--- config.mk ---
export PLATFORM = sky130hd
export DESIGN_NAME = pnru_alu
export DESIGN_NICKNAME = d
export VERILOG_FILES = /design/src/hw/rtl/pnru_pkg.sv /design/src/hw/rtl/pnru_alu.sv
export SDC_FILE = /design/constraint.sdc
export NUM_CORES = 1
export LEC_CHECK = 0
export ABC_AREA = 1
export BUFFER_PORTS_ARGS = -buffer_cell sky130_fd_sc_hd__buf_2
export CAP_MARGIN = 20
export CELL_PAD_IN_SITES_DETAIL_PLACEMENT = 2
export CELL_PAD_IN_SITES_GLOBAL_PLACEMENT = 2
export CORE_UTILIZATION = 27
export DETAILED_ROUTE_END_ITERATION = 8
export GPL_ROUTABILITY_DRIVEN = 0
export MAX_ROUTING_LAYER = met4
export PLACE_DENSITY_LB_ADDON = 0.2
export REMOVE_ABC_BUFFERS = 1
export SYNTH_ARGS = -nofsm -noshare
export SYNTH_HDL_FRONTEND = slang
export SYNTH_SLANG_ARGS = --single-unit
--- constraint.sdc ---
create_clock -name vclk -period 5.1
set_input_delay 0.255 -clock vclk [all_inputs]
set_output_delay 0.255 -clock vclk [all_outputs]
set_load 0.05 [all_outputs]
--- src/hw/rtl/pnru_pkg.sv ---
// ----------------------------------------------------------------------------
// pnru_pkg - shared types and constants of the pink noise row updater
// Field widths, configuration indexes and reset values, action codes,
// sequencer states, adder opcodes, store write strobes and the trailing-zero helper.
// ----------------------------------------------------------------------------
`default_nettype none

package pnru_pkg;

    // Field widths
    localparam int PIX_W      = 8;
    localparam int RSEL_W     = 4;
    localparam int SAMPLE_W   = 16;
    localparam int IDX_W      = 16;
    localparam int SUM_W      = 20;
    localparam int ACTIVE_W   = 9;
    localparam int CFG_IDX_W  = 2;
    localparam int CFG_DATA_W = 16;

    // Configuration register indexes
    localparam logic [CFG_IDX_W-1:0] CFG_SEQ_LENGTH    = 2'd0;
    localparam logic [CFG_IDX_W-1:0] CFG_ACTIVE_PIXELS = 2'd1;

    // Reset values of the configuration registers
    localparam logic [IDX_W-1:0]    SEQ_LENGTH_RST    = 16'hFFFF;
    localparam logic [ACTIVE_W-1:0] ACTIVE_PIXELS_RST = 9'd256;

    // Action codes
    localparam logic ACT_LOAD = 1'b0;
    localparam logic ACT_TICK = 1'b1;

    // Sequencer states
    typedef enum logic [2:0] {
        S_IDLE,
        S_INDEX,
        S_ROW,
        S_SUB,
        S_ADD,
        S_WB
    } state_t;

    // Shared adder opcodes
    typedef enum logic {
        ALU_ADD,
        ALU_SUB
    } alu_op_t;

    // Write strobes into the state store
    typedef struct packed {
        logic tick;
        logic sum;
        logic row;
    } store_we_t;

    // Position of the lowest set bit, 16 when the word is zero
    function automatic logic [4:0] tz16(input logic [IDX_W-1:0] v);
        logic [4:0] r;
        r = 5'd16;
        for (int i = IDX_W - 1; i >= 0; i--)
        begin
            if (v[i])
            begin
                r = 5'(i);
            end
        end
        return r;
    endfunction

endpackage

`default_nettype wire

--- src/hw/rtl/pnru_alu.sv ---
// ----------------------------------------------------------------------------
// pnru_alu - shared adder/subtractor
// One 20-bit add/subtract unit, reused for the index increment and both
// halves of the sum update.
// ----------------------------------------------------------------------------
`default_nettype none

module pnru_alu (
    input  pnru_pkg::alu_op_t            op,
    input  logic [pnru_pkg::SUM_W-1:0]   a,
    input  logic [pnru_pkg::SUM_W-1:0]   b,
    output logic [pnru_pkg::SUM_W-1:0]   y
);
    import pnru_pkg::*;

    // Result wraps modulo 2^20
    always_comb
    begin
        case (op)
            ALU_ADD: y = a + b;
            ALU_SUB: y = a - b;
            default: y = a + b;
        endcase
    end

endmodule

`default_nettype wire

## After elaboration in Yosys (flattened, before gate mapping)

Index checks and enable logic that the tools add are counted.

| storage, ports and cells | value |
|---|---|
| bits in registers | 0 |

| cells by class | value |
|---|---|
| add/sub/neg operators | 2 |
| multiplexer cells | 1 |
| bitwise operators | 1 |

Operator list:

| kind | count |
|---|---|
| 20-bit case mux with 2 select lines | 1 |
| 20-bit adder | 1 |
| 20-bit subtractor | 1 |
| 1-bit NOT | 1 |

## Logic depth before layout (Yosys ltp)

| logic depth | value |
|---|---|
| depth after elaboration | 2 |
| gate-level depth with buffers | 19 |
| depth with buffers taken out | 19 |

## Worst setup path before layout

No wires, ideal clock.

| timing | value |
|---|---|
| path kind | input port to output port |
| from | in b[0] (netlist bit) |
| to | out y[11] (netlist bit) |
| arrival time | 2,593 ps |
| path slack | 2,252 ps |
| cell stages on the path | 16 |
| buffers on the path | 0 |
| path through | inv_1 ha_1 nand3_1 nor2_2 nand2_1 nand2_1 xnor2_1 inv_1 ha_1 nand2_1 inv_1 nand2_1 nor2_1 nand2_1 nand3_2 xor2_1 |

| between the ends | value |
|---|---|
| cells in the longest elaborated chain, start to end | 2 |
| elaborated cells between the ends (all ways) | 3 |

Ends and longest elaborated chain:

| element | RTL line | text |
|---|---|---|
| start, declared | pnru_alu.sv:11 | `input logic [pnru_pkg::SUM_W-1:0] b,` |
| 20-bit subtractor or 20-bit adder (tied branches) | n/a |  |
| 20-bit case mux with 2 select lines * | pnru_alu.sv:19 | `case (op)` |
| end, declared | pnru_alu.sv:12 | `output logic [pnru_pkg::SUM_W-1:0] y` |

Mark *: on every way between the ends. The rest lies on a longest branch, timed or not.

## Final worst setup path

| timing | value |
|---|---|
| from | in b[0] (netlist bit) |
| to | out y[19] (netlist bit) |

The elaborated chain is that of the path after synthesis.

==> flow_metrics.tcl <==
set metrics [dict create \
    startpoint_type "input port" \
    synthTopCellsByArea "nand2_1, ha_1, inv_1" \
    portBuffers 61 \
    crit_fanout 5 \
    whs_ns 0.966 \
    stdcell_count 468 \
    final_cell_mix "nand2_1, buf_2, inv_1" \
    hold_path_class "in -> out" \
    regArea_um2 0 \
    dieArea_um2 6780 \
    critical_path.most_common_cell "nor2_1" \
    overflow 0 \
    required_ns 4.85 \
    viasPerCell 4.81 \
    drt_iter0_drc 36 \
    rsz0062_at_grt "false" \
    path_class "in -> out" \
    crit_arrival_ns 2.95 \
    drtPass1Iterations 4 \
    yosys.area.top_type "nand2_1" \
    drt_wl_total_um 6640 \
    cts_hold_buf 0 \
    sw_frac_of_total 0.732 \
    start_util 0.288 \
    postCtsSetupRepairBufs 0 \
    areaGrowthSynthToFinish_pct 22.3 \
    preCtsSetupSlack_ns 1.87 \
    die-height_um 82.3 \
    place_inst 468 \
    seq_cells 0 \
    tightest_slew_ns 0.518 \
    grt_max_degree 17 \
    final_common_cell "nand2_1" \
    setup_ws_ns 1.89 \
    die_w_um 82.3 \
    cts_resized 0 \
    power_density_nw_per_um2 230 \
    fp-row-count 28 \
    synth_top_cell_area_share 0.230 \
    antenna_found_initial 0 \
    grt_pass1_wl_um 11000 \
    wl_met1_um 3350 \
    num-nets-final 457 \
    fin_util 0.352 \
    grt_pass1_vias 2350 \
    wl_met3_um 120 \
    postSynthAreaPerCell_um2 5.22 \
    cap_violations 0 \
    status "complete, no violations" \
    pwr-share-comb 1.000 \
    period_needed_ns 3.21 \
    crit_path_max_incr_delay_ns 0.35 \
    drcViolationCount 0 \
    cp_cell_sequence "buf_2 > inv_1 > ha_1 > nand3_1 > nor2_2 > nand2_1 > nand2_1 > o21ai_1 > xor2_1 > ha_1 > a21oi_1 > nor2_1 > nor2_1 > nor2_1 > nor2_1 > nand3_1 > nand2_1 > buf_2" \
    vias 2253 \
    relSlewSlack 0.654 \
    ant_nets 0 \
    setup_viol 0 \
    core_region_area_um2 6060 \
    wl_met2_um 3170 \
    p_seq_frac 0 \
    vdd_drop_max_v 0.000110 \
    ios 61 \
    switchingPower_mw 0.359 \
    final-hold-violation-count 0 \
    highest_layer "met3" \
    slew_viol_final 0 \
    syn_area_um2 1740 \
    nClkBuffers 0 \
    track_usage 0.213 \
    p_leak_nw 1.26 \
    min_path_cells 4 \
    setup_tns_ns 0 \
    clockPowerShare 0 \
    p_int_mw 0.132 \
    final_layout_size_suffix_gt1_frac 0.201 \
    fmax_ghz 0.312 \
    postSynthCellCount 334 \
    drt-wirelength-per-cell_um 14.2 \
    diodes 0 \
    hold_end "y[0]" \
    slowest_stage "ha_1" \
    ys_types 27 \
    hpwl_um 6130 \
    ys_seq_area_frac 0 \
    hold_start "b[0]" \
    fin_crit_sh 0.629 \
    end_kind "output pin" \
    ys_warn_count 0 \
]
## worst max path at each step
| stage | start | end | slack, ns | cells after the start |
|---|---|---|---|---|
| detailed placement | b[0] | y[19] | 1.87 | 18 |
| finish | b[0] | y[19] | 1.89 | 18 |
| global placement | b[0] | y[19] | 1.96 | 18 |
| CTS | b[0] | y[19] | 1.87 | 18 |
| floorplan | b[0] | y[11] | 2.25 | 16 |
| global route | b[0] | y[17] | 1.61 | 18 |
## through the flow
stage,cell area [um^2],power (mW)
CTS,2130,0.497
global placement,2130,0.483
floorplan,1730,0.367
finish,2130,0.491
global route,2130,0.540
detailed placement,2130,0.495
## worst max-delay path, delay by kind of cell
family | cells | cell delay, ns
simple gates | 10 | 1.18
xor+xnor | 1 | 0.16
compound gates | 2 | 0.36
buf+inv | 3 | 0.44
fa+ha+maj | 2 | 0.56
## power groups by stage
stage / logic [mW] / registers [mW] / clock network (mW)
after floorplan: 0.367 / 0 / 0
after global placement: 0.483 / 0 / 0
after detailed placement: 0.495 / 0 / 0
after CTS: 0.497 / 0 / 0
after global routing: 0.540 / 0 / 0
final: 0.491 / 0 / 0
## Yosys cell counts (2+ instances only)
cell type,count
nor3_1,2
nand2_1,107
nand3_1,27
nand3_2,3
inv_1,52
xor2_1,21
o21ai_0,11
nor2_2,6
ha_1,20
buf_2,2
xnor2_1,4
nand2_2,3
nor2_1,43
nand4_1,5
a21oi_1,16
## area by class of cell
class	instances	area [um^2]
inverters	53	199
repair buffers	61	305
multi-input cells	279	1530
fillers	850	3930
well taps	75	93.8
## layer usage
layer / vias to the layer above / track usage
met1: 1045 / 0.280
li1: 1170 / -
met2: 38 / 0.387
met4: 0 / 0
met5: - / -
met3: 0 / 0
## logic make-up (layout without fill, tap and decap cells)
group / after synthesis / count (layout) / share of synthesized area
and+or+nand+nor: 201 / 201 / 0.502
xor gates and xnor gates: 25 / 25 / 0.126
buffers and inverters: 55 / 114 / 0.120
adders and majority gates: 21 / 21 / 0.155
AOI/OAI and AO/OA: 32 / 32 / 0.0976
Power figures use the tool's default switching activity.
